`src/hdl/bta_pkg.sv`:
```
// Shared types, codes and helper functions of the buddy tree page allocator.
// No dependencies; used by every module of the block except bta_ram.
`default_nettype none

package bta_pkg;

   // Default number of pages the tree can span
   localparam int unsigned BTA_PAGE_CAP = 1024;

   // Command opcodes
   localparam logic [1:0] OP_BUILD = 2'd0;
   localparam logic [1:0] OP_ALLOC = 2'd1;
   localparam logic [1:0] OP_FREE  = 2'd2;

   // Result status codes
   localparam logic [1:0] STS_OK       = 2'd0;
   localparam logic [1:0] STS_NOSPACE  = 2'd1;
   localparam logic [1:0] STS_NOTALLOC = 2'd2;
   localparam logic [1:0] STS_BADREQ   = 2'd3;

   // Controller to datapath commands
   typedef struct packed {
      logic       load_req;     // latch the request word
      logic       start_sweep;  // set up a rebuild
      logic       sweep_step;   // write one node of the rebuild
      logic       rd_root;      // read the root, start alloc descent
      logic       rd_leaf;      // read the leaf of the freed page
      logic       desc_rd;      // read left child during descent
      logic       desc_take;    // pick the child from read data
      logic       alloc_found;  // zero the chosen node
      logic       free_up;      // step to the parent, read it
      logic       free_found;   // restore the zeroed node
      logic       climb_rd;     // read the sibling
      logic       climb_wr;     // write the parent
      logic       set_err;      // record an error result
      logic [1:0] err_code;
      logic       emit;         // load the response register
   } bta_cmd_type;

   // Datapath to controller status
   typedef struct packed {
      logic [1:0] op;
      logic       managed_zero;
      logic       alloc_bad;
      logic       free_bad;
      logic       root_short;
      logic       desc_more;
      logic       out_range;
      logic       sweep_last;
      logic       node_zero;
      logic       idx_root;
      logic       par_root;
      logic       rsp_busy;
   } bta_sts_type;

   // Highest set bit of v as a one-hot value, zero for zero
   function automatic logic [31:0] bta_hibit(input logic [31:0] v);
      logic [31:0] r;
      r = '0;
      for (int i = 0; i < 32; i++) begin
         if (v[i]) r = 32'(1) << i;
      end
      return r;
   endfunction

   // Smallest power of two not below v (1 for 0 and 1)
   function automatic logic [31:0] bta_ceil_pow2(input logic [31:0] v);
      logic [31:0] r;
      if (v <= 32'd1) r = 32'd1;
      else            r = bta_hibit(v - 32'd1) << 1;
      return r;
   endfunction

endpackage

`default_nettype wire

```
`src/hdl/bta_ctrl.sv`:
```
// Controller state machine of the buddy tree page allocator.
// Depends on bta_pkg; drives bta_dpath through bta_cmd_type.
`default_nettype none

module bta_ctrl
   import bta_pkg::*;
(
   input  wire logic        clock,
   input  wire logic        reset,
   input  wire logic        req_valid,
   output logic             req_ready,
   input  wire bta_sts_type sts,
   output bta_cmd_type      cmd
);

   localparam logic [3:0] S_IDLE  = 4'd0;
   localparam logic [3:0] S_DISP  = 4'd1;
   localparam logic [3:0] S_SWEEP = 4'd2;
   localparam logic [3:0] S_AROOT = 4'd3;
   localparam logic [3:0] S_ADESC = 4'd4;
   localparam logic [3:0] S_ADAT  = 4'd5;
   localparam logic [3:0] S_FDAT  = 4'd6;
   localparam logic [3:0] S_CRD   = 4'd7;
   localparam logic [3:0] S_CDAT  = 4'd8;
   localparam logic [3:0] S_FIN   = 4'd9;
   localparam logic [3:0] S_INIT  = 4'd10;

   logic [3:0] state_ff, state_in;

   // Reset starts in the fill sweep, which builds the tree without a response
   always_ff @(posedge clock) begin
      if (reset) state_ff <= S_INIT;
      else       state_ff <= state_in;
   end

   // Next state and commands
   always_comb begin
      state_in  = state_ff;
      cmd       = '0;
      req_ready = 1'b0;
      case (state_ff)
         S_IDLE: begin
            req_ready = 1'b1;
            if (req_valid) begin
               cmd.load_req = 1'b1;
               state_in     = S_DISP;
            end
         end
         S_DISP: begin
            case (sts.op)
               OP_BUILD: begin
                  if (sts.managed_zero) begin
                     cmd.set_err  = 1'b1;
                     cmd.err_code = STS_BADREQ;
                     state_in     = S_FIN;
                  end else begin
                     cmd.start_sweep = 1'b1;
                     state_in        = S_SWEEP;
                  end
               end
               OP_ALLOC: begin
                  if (sts.alloc_bad) begin
                     cmd.set_err  = 1'b1;
                     cmd.err_code = STS_BADREQ;
                     state_in     = S_FIN;
                  end else begin
                     cmd.rd_root = 1'b1;
                     state_in    = S_AROOT;
                  end
               end
               OP_FREE: begin
                  if (sts.free_bad) begin
                     cmd.set_err  = 1'b1;
                     cmd.err_code = STS_BADREQ;
                     state_in     = S_FIN;
                  end else begin
                     cmd.rd_leaf = 1'b1;
                     state_in    = S_FDAT;
                  end
               end
               default: begin
                  cmd.set_err  = 1'b1;
                  cmd.err_code = STS_BADREQ;
                  state_in     = S_FIN;
               end
            endcase
         end
         S_INIT: begin
            cmd.sweep_step = 1'b1;
            if (sts.sweep_last) state_in = S_IDLE;
         end
         S_SWEEP: begin
            cmd.sweep_step = 1'b1;
            if (sts.sweep_last) state_in = S_FIN;
         end
         S_AROOT: begin
            if (sts.root_short) begin
               cmd.set_err  = 1'b1;
               cmd.err_code = STS_NOSPACE;
               state_in     = S_FIN;
            end else begin
               state_in = S_ADESC;
            end
         end
         S_ADESC: begin
            if (sts.desc_more) begin
               cmd.desc_rd = 1'b1;
               state_in    = S_ADAT;
            end else if (sts.out_range) begin
               cmd.set_err  = 1'b1;
               cmd.err_code = STS_NOSPACE;
               state_in     = S_FIN;
            end else begin
               cmd.alloc_found = 1'b1;
               state_in        = sts.idx_root ? S_FIN : S_CRD;
            end
         end
         S_ADAT: begin
            cmd.desc_take = 1'b1;
            state_in      = S_ADESC;
         end
         S_FDAT: begin
            if (!sts.node_zero) begin
               if (sts.idx_root) begin
                  cmd.set_err  = 1'b1;
                  cmd.err_code = STS_NOTALLOC;
                  state_in     = S_FIN;
               end else begin
                  cmd.free_up = 1'b1;
               end
            end else begin
               cmd.free_found = 1'b1;
               state_in       = sts.idx_root ? S_FIN : S_CRD;
            end
         end
         S_CRD: begin
            cmd.climb_rd = 1'b1;
            state_in     = S_CDAT;
         end
         S_CDAT: begin
            cmd.climb_wr = 1'b1;
            state_in     = sts.par_root ? S_FIN : S_CRD;
         end
         S_FIN: begin
            if (!sts.rsp_busy) begin
               cmd.emit = 1'b1;
               state_in = S_IDLE;
            end
         end
         default: state_in = S_IDLE;
      endcase
   end

endmodule

`default_nettype wire

```
`config.mk`:
```
export PLATFORM = sky130hd
export DESIGN_NAME = bta_ctrl
export DESIGN_NICKNAME = d
export VERILOG_FILES = /design/src/hdl/bta_pkg.sv /design/src/hdl/bta_ctrl.sv
export SDC_FILE = /design/constraint.sdc
export NUM_CORES = 1
export LEC_CHECK = 0
export ABC_AREA = 1
export BUFFER_PORTS_ARGS = -buffer_cell sky130_fd_sc_hd__buf_2
export CAP_MARGIN = 25
export CORE_AREA = 2 2 39 41
export CTS_CLUSTER_SIZE = 16
export DETAILED_ROUTE_END_ITERATION = 16
export DIE_AREA = 0 0 41 43
export PLACE_DENSITY = 0.79
export SYNTH_ARGS = -nofsm -noshare
export SYNTH_HDL_FRONTEND = slang
export SYNTH_SLANG_ARGS = --single-unit
```
`constraint.sdc`:
```
create_clock -name clock -period 3.25 [get_ports clock]
set_input_delay 0.325 -clock clock [delete_from_list [all_inputs] [get_ports clock]]
set_output_delay 0.325 -clock clock [all_outputs]
set_load 0.05 [all_outputs]
```
# Yosys cells after proc, flatten, opt, wreduce, memory -nomap -nowiden
# Cells that the tools add are included.
# classes
eq_ne	17
n_reduce_logical	4
muxes	52
# ops
operator	count
2-to-1 mux 4 bit	14
case mux 4 bit (11 select lines)	1
2-to-1 mux 1 bit	24
2-to-1 mux 3 bit	8
equality test 4 x 3 -> 1 bit, second input constant	4
equality test 4 bit, second input constant	3
case mux 3 bit (4 select lines)	1
case mux 4 bit (3 select lines)	1
case mux 3 bit (3 select lines)	1
equality test 4 x 2 -> 1 bit, second input constant	2
inequality test 2 bit, second input constant	4
AND reduction 5 bit	1
equality test 4 x 1 -> 1 bit, second input constant	1
logical NOT 4 bit	1
2-to-1 mux 2 bit	2
inequality test 3 bit, second input constant	1
equality test 2 x 1 -> 1 bit, second input constant	1
equality test 2 bit, second input constant	1
logical NOT 2 bit	1
OR reduction 2 bit	1
# word_totals
reg_bits	4
out_inout_bits	17
input_bits	16
wordCells	74

# Depth between registers and ports, before layout
# Gate-level depths: netlist of the first run.
# depth
ltp_word	4
ltp_mapped	11
ltp_nobuf	11

# Worst setup path before layout of the first run
# No wires, ideal clock.
# synth_timing
path_kind	reg2out
start	reg state_ff[0]
end	out cmd[0] (netlist name)
t_required_ns	2.925
slack_ns	0.969
stages_incl_launch_ff	3
path_buffers	0
arrival_ns	1.956
path_cell_list	dfxtp_1 nand2_1 nor4_1
# synth_lines
item	line	text
from (decl)	bta_ctrl.sv:28	logic [3:0] state_ff, state_in;
from (signal assigned)	bta_ctrl.sv:33	else state_ff <= state_in;
to (decl)	bta_ctrl.sv:13	output bta_cmd_type cmd

==> results of run 1 <==
-- stage by stage --
stage | total power, mW | area [um2]
finish | 0.328 | 719
global route | 0.354 | 719
CTS | 0.331 | 719
detailed placement | 0.271 | 697
global placement | 0.273 | 697
floorplan | 0.222 | 517
-- cell families after synthesis --
group / after synthesis
and+or+nand+nor: 76
buffers and inverters: 20
AOI/OAI and AO/OA: 6
DFF: 4
-- worst paths after layout --
kind | startpoint | to | slack [ps]
min reg2reg | state_ff[3]$_SDFFE_PP1P_ | state_ff[3]$_SDFFE_PP1P_ | 530
min | reset | state_ff[0]$_SDFFE_PP0P_ | 300
max reg2reg | state_ff[3]$_SDFFE_PP1P_ | state_ff[3]$_SDFFE_PP1P_ | 1920
max | state_ff[0]$_SDFFE_PP0P_ | cmd[3] | 1310
-- power groups by stage --
stage	Sequential (mW)	Combinational [mW]	Clock [mW]
2_1_floorplan	0.0732	0.149	0
6_report	0.0776	0.193	0.0573
3_5_place_dp	0.0776	0.193	0
3_3_place_gp	0.0779	0.195	0
5_1_grt	0.0786	0.211	0.0639
4_1_cts	0.0768	0.194	0.0608
-- placed cells by master (no fill, tap or decap), types with 3 or more instances in the layout --
cell	synthesis	final
nor2_1	29	29
nand3_1	14	14
clkbuf_4	0	3
a21oi_1	3	3
o21ai_0	3	3
nor3_1	3	3
nand2_1	23	23
nand3b_1	3	3
buf_2	0	32
inv_1	20	20
dfxtp_1	4	4
-- per-layer routing --
layer	up-vias	global-route usage	wire length, um
li1	402	-	-
met1	325	0.213	652
met2	24	0.309	718
met3	0	0.0157	76
met4	0	0.0400	0
met5	-	0	0
-- final cells by class --
class / instances / area [um2]
Clock buffer: 3 / 22.5
Fill cell: 165 / 664
Inverter: 20 / 75.1
Multi-Input combinational cell: 82 / 362
Sequential cell: 4 / 80.1
Tap cell: 16 / 20.0
Timing Repair Buffer: 32 / 160
==> results.sh, run 1 <==
export IMPL_power_density_mw_per_mm2=456
export IMPL_fin_cells=157
export IMPL_synth_edf_count=0
export IMPL_power_static_leakage_nw=0.496
export IMPL_path_class="register to output port"
export IMPL_switchingPower_mw=0.173
export IMPL_h_tree_depth=1
export IMPL_vdd_drop_max_uv=271
export IMPL_rsz0062_at_grt="false"
export IMPL_yosysUniqueCellTypes=13
export IMPL_clk_latency_ps=230
export IMPL_drtIter0Drc=27
export IMPL_relSlewSlack=0.816
export IMPL_track_usage=0.175
export IMPL_drt_total_wl_um=1450
export IMPL_period_share=0.596
export IMPL_hp_class="primary input to register"
export IMPL_cpMaxStageDelayCell="dfxtp_1"
export IMPL_start_util=0.373
export IMPL_clock_power_share=0.175
export IMPL_grt_pass1_vias=597
export IMPL_yosysTopAreaCell="nor2_1"
export IMPL_boundaryPins=33
export IMPL_layout_setup_ws_ps=1310
export IMPL_antenna_left=0
export IMPL_post_drt_wl_per_cell_um=9.22
export IMPL_yosys_area_share_adder=0
export IMPL_synth_compound_area_frac=0.0581
export IMPL_worstHoldPathCells=2
export IMPL_fp_coreArea_mm2=0.00138
export IMPL_synthCells=106
export IMPL_drive_gt1_frac=0.270
export IMPL_ff2ff_path_depth=11
export IMPL_nNetsFinal=159
export IMPL_antenna_cells=0
export IMPL_syn_num_nets=122
export IMPL_yosysMostFrequentCell="nor2_1"
export IMPL_dieArea_mm2=0.00176
export IMPL_max_stage_delay_ps=440
export IMPL_startpoint_type="register"
export IMPL_synth_simple_gate_area_frac=0.642
export IMPL_worstPathMaxFanout=7
export IMPL_crit_cells=7
export IMPL_critPathCaptureType="output port"
export IMPL_die_x_um=41
export IMPL_p_seq_frac=0.236
export IMPL_synth_mux_area_frac=0
export IMPL_post_route_drc_count=0
export IMPL_cts_buffers=3
export IMPL_yosysWarningCount=0
export IMPL_cts_sinks=4
export IMPL_critPathBufInv=2
export IMPL_syn_avg_cell_area_um2=4.87
export IMPL_tightest_slew_ps=275
export IMPL_antenna_found_initial=0
export IMPL_synth_flop_cell="dfxtp_1"
export IMPL_syn_area_um2=517
export IMPL_num_rows=14
export IMPL_vias_per_cell=4.78
export IMPL_gp_congestion=0.908
export IMPL_fin_tns_setup_ps=0
export IMPL_vias=751
export IMPL_status="completed"
export IMPL_pre_cts_slack_ps=1570
export IMPL_cts_root_buf="clkbuf_4"
export IMPL_clk_path_buf_depth=2
export IMPL_crit_family="simple AND/OR/NAND/NOR gates"
export IMPL_synth_seq_area_share=0.155
export IMPL_path_cells="nand2_1, nor2_2, inv_1, nor2_1, nor2_1, nand3_1, buf_2"
export IMPL_maxCapViolations=0
export IMPL_synth_top_area_frac=0.211
export IMPL_yosys_top_cells_count="nor2_1, nand2_1, inv_1"
export IMPL_cp_data_required_time_ps=2920
export IMPL_finalCriticalPeriod_ps=1940
export IMPL_area_delta_synth_final_pct=39.2
export IMPL_first_pass_iters=4
export IMPL_swShare=0.527
export IMPL_overflow=0
export IMPL_synth_xor_area_frac=0
export IMPL_die_height_um=43
export IMPL_clkSlewWorstSetupHoldPaths_ps=30
export IMPL_fmax_mhz=517
export IMPL_top_register="state_ff"
export IMPL_dp_cells=154
export IMPL_holdWs_ps=301
export IMPL_port_buffers=32
export IMPL_p_int_mw=0.155
export IMPL_cts_tree="yes"
export IMPL_synth_area_top_cells="nor2_1, nand2_1, dfxtp_1"
export IMPL_synth_seq_cells=4
export IMPL_fin_util=0.520
export IMPL_timing_final_hold_violations=0
export IMPL_top_regs="state_ff x4"
export IMPL_hold_buffers=0
export IMPL_crit_arrival_ps=1610
export IMPL_async_flop_share=0
export IMPL_slew_viol_final=0
export IMPL_post_cts_buffers=0
export IMPL_crit_path_frequent_cell="nor2_1"
export IMPL_grt_pass1_wl_um=2210
export IMPL_skew_ps=0.616
export IMPL_cts_resized_gates=0
export IMPL_largest_register_ffs=4
export IMPL_setup_violations=0
export IMPL_synth_top_family_by_area="simple AND/OR/NAND/NOR gates"
export IMPL_comb_power_share=0.589
export IMPL_place_hpwl_um=1300
export IMPL_grt_max_degree=8
Note: power is estimated with default switching activity, not from simulation.
==> run 2, diff against run 1 <==
==> config.mk (replaced) <==
export PLATFORM = sky130hd
export DESIGN_NAME = bta_ctrl
export DESIGN_NICKNAME = d
export VERILOG_FILES = /design/src/hdl/bta_pkg.sv /design/src/hdl/bta_ctrl.sv
export SDC_FILE = /design/constraint.sdc
export NUM_CORES = 1
export LEC_CHECK = 0
export ABC_AREA = 0
export BUFFER_PORTS_ARGS = -buffer_cell sky130_fd_sc_hd__buf_2
export CAP_MARGIN = 25
export CORE_ASPECT_RATIO = 1.1
export CORE_UTILIZATION = 38
export CTS_CLUSTER_SIZE = 16
export DETAILED_ROUTE_END_ITERATION = 16
export PLACE_DENSITY = 0.78
export SYNTH_ARGS = -nofsm -noshare
export SYNTH_HDL_FRONTEND = slang
export SYNTH_SLANG_ARGS = --single-unit
==> constraint.sdc (replaced) <==
create_clock -name clock -period 1.7 [get_ports clock]
set_input_delay 0.17 -clock clock [delete_from_list [all_inputs] [get_ports clock]]
set_output_delay 0.17 -clock clock [all_outputs]
set_load 0.05 [all_outputs]
==> run 2 against run 1 <==
Net effect: final cell count is 8.3% lower; highest routed layer is now met4; power is 130% higher; critical path depth is 3 lower; area after synthesis is 14% higher; clock power is 120% higher; the flow now finishes with violations (setup timing); die area is 2.9% lower; first-iteration DRC count is 30% lower; clock-buffer cell count stayed put; design area is 48% higher; critical path type unchanged; sequential share of layout area is 3.1 points lower; critical endpoint is now cmd[8]; sequential power is 82% higher; wire length is 61% higher.
==> results.sh, run 2 <==
export IMPL_status="finished, violations left"
export IMPL_violations="setup timing"
export IMPL_holdWs_ps=191
export IMPL_startpoint_type="register"
export IMPL_cts_buffers=3
export IMPL_top_regs="state_ff x4"
export IMPL_pre_cts_slack_ps=24.6
export IMPL_fp_coreArea_mm2=0.00140
export IMPL_boundaryPins=33
export IMPL_drt_total_wl_um=2330
export IMPL_final_common_cell="buf_2"
export IMPL_hp_class="primary input to register"
export IMPL_cts_root_buf="clkbuf_4"
export IMPL_grt_pass1_vias=784
export IMPL_maxCapViolations=0
export IMPL_post_route_drc_count=0
export IMPL_drive_gt1_frac=0.609
export IMPL_slew_viol_final=0
export IMPL_vdd_drop_max_uv=422
export IMPL_syn_area_um2=589
export IMPL_drtIter0Drc=19
export IMPL_gp_congestion=0.901
export IMPL_start_util=0.421
export IMPL_final_cell_mix="buf_2, buf_4, buf_6, nor2_1, nand2_1"
export IMPL_area_delta_synth_final_pct=80.3
export IMPL_max_stage_delay_ps=570
export IMPL_timing_final_hold_violations=0
export IMPL_grt_pass1_wl_um=3350
export IMPL_setup_violations=5
export IMPL_nNetsFinal=146
export IMPL_layout_setup_ws_ps=-58.7
export IMPL_yosysTopAreaCell="dfxtp_1"
export IMPL_clk_latency_ps=240
export IMPL_worstPathMaxFanout=4
export IMPL_grt_max_degree=14
export IMPL_rsz0062_at_grt="true"
export IMPL_yosysUniqueCellTypes=38
export IMPL_h_tree_depth=1
export IMPL_overflow=0
export IMPL_port_buffers=32
export IMPL_fin_cells=144
export IMPL_dieArea_mm2=0.00171
export IMPL_yosys_top_cells_count="nor2_1, inv_1, nand2_1"
export IMPL_relSlewSlack=0.748
export IMPL_crit_path_frequent_cell="buf_6"
export IMPL_finalCriticalPeriod_ps=1760
export IMPL_crit_family="simple AND/OR/NAND/NOR gates"
export IMPL_top_register="state_ff"
export IMPL_track_usage=0.277
export IMPL_vias=882
export IMPL_period_share=1.03
export IMPL_largest_register_ffs=4
export IMPL_crit_arrival_ps=1590
export IMPL_syn_num_nets=99
export IMPL_place_hpwl_um=1410
export IMPL_power_density_mw_per_mm2=701
export IMPL_syn_avg_cell_area_um2=7.10
export IMPL_synth_edf_count=0
export IMPL_die_height_um=43.3
export IMPL_synthCells=83
export IMPL_synth_seq_cells=4
export IMPL_yosysWarningCount=0
export IMPL_critPathBufInv=2
export IMPL_die_x_um=39.5
export IMPL_fin_util=0.758
export IMPL_tightest_slew_ps=373
export IMPL_post_drt_wl_per_cell_um=16.2
export IMPL_num_rows=14
export IMPL_cp_data_required_time_ps=1530
export IMPL_skew_ps=2.03
export IMPL_dp_cells=136
export IMPL_power_static_leakage_nw=0.502
export IMPL_path_cells="or4b_4, buf_6, nor3_4, buf_6"
export IMPL_path_class="register to output port"
export IMPL_antenna_left=0
export IMPL_critPathCaptureType="output port"
export IMPL_async_flop_share=0
export IMPL_vias_per_cell=6.13
export IMPL_yosysMostFrequentCell="nor2_1"
export IMPL_synth_top_area_frac=0.136
export IMPL_clkSlewWorstSetupHoldPaths_ps=40
export IMPL_synth_seq_area_share=0.136
export IMPL_synth_area_top_cells="dfxtp_1, nor2_1, nand2b_1"
export IMPL_cts_sinks=4
export IMPL_cts_tree="yes"
export IMPL_antenna_found_initial=0
export IMPL_synth_flop_cell="dfxtp_1"
export IMPL_clk_path_buf_depth=2
export IMPL_antenna_cells=0
export IMPL_cpMaxStageDelayCell="or4b_4"
export IMPL_first_pass_iters=4
export IMPL_fmax_mhz=569
-- run 2: cell count changes after synthesis, moves of 3 or more --
cell,delta
nand2_1,-17
inv_1,-14
nand3_1,-13
nor2_1,-19
nand2b_1,+5
nand3b_1,-3
buf_2,+3
nor4b_1,+3
-- run 2: repair_timing --
item	4_1_cts	5_1_grt
resized for setup	27	8
hold buffers	0	0
setup buffers	4	1
setup endpoints to repair	8	11
pin swaps	5	8
-- run 2: layer usage --
metal | GRT usage | vias to the layer above | part of all wire
met3 | 0.0366 | 10 | 0.090
met5 | 0 | - | 0
li1 | - | 401 | -
met1 | 0.328 | 404 | 0.38
met4 | 0.124 | 0 | 0.031
met2 | 0.472 | 67 | 0.50
-- run 2: worst register-to-register path, stage by stage (launching register included) --
cell and delay (ps):
dfxtp_2 340, or4b_4 570, buf_6 160, buf_4 130, o32ai_2 90, nor4bb_1 110, o211ai_1 200
-- run 2: stage by stage --
stage	area, um2	TNS (ps)	power [mW]
CTS	1030	-137	0.695
global placement	870	0	0.527
floorplan	652	-491	0.421
global route	1060	-397	0.778
finish	1060	-151	0.744
detailed placement	870	0	0.532
-- run 2: worst paths after layout --
kind	from	to	slack, ps	cells after the start
min reg2reg	state_ff[0]$_SDFFE_PP0P_	state_ff[1]$_SDFFE_PP1P_	750	3
max	state_ff[0]$_SDFFE_PP0P_	cmd[8]	-60	4
max reg2reg	state_ff[0]$_SDFFE_PP0P_	state_ff[3]$_SDFFE_PP1P_	10	6
min	reset	state_ff[0]$_SDFFE_PP0P_	190	2
-- run 2: final cells by class --
cell class	count	area (um2)
clock buffers	3	22.5
flip-flops and latches	4	85.1
well taps	16	20.0
multi-input cells	67	569
repair buffers	47	339
inverters	7	26.3
fillers	102	339
-- run 2: report_power, final --
group / internal [mW] / leakage (nW) / switching [mW]
logic: 0.199 / 0.454 / 0.277
registers: 0.114 / 0.0336 / 0.0267
clock network: 0.0796 / 0.0138 / 0.0472
-- run 2: logic make-up (layout without fill, tap and decap cells) --
family / count (synthesis) / in the layout / synth area share
multiplexers: 1 / 1 / 0.0191
AO/OA/AOI/OAI: 18 / 18 / 0.238
buffers and inverters: 12 / 57 / 0.108
flip-flops: 4 / 4 / 0.136
AND/OR/NAND/NOR: 48 / 48 / 0.499
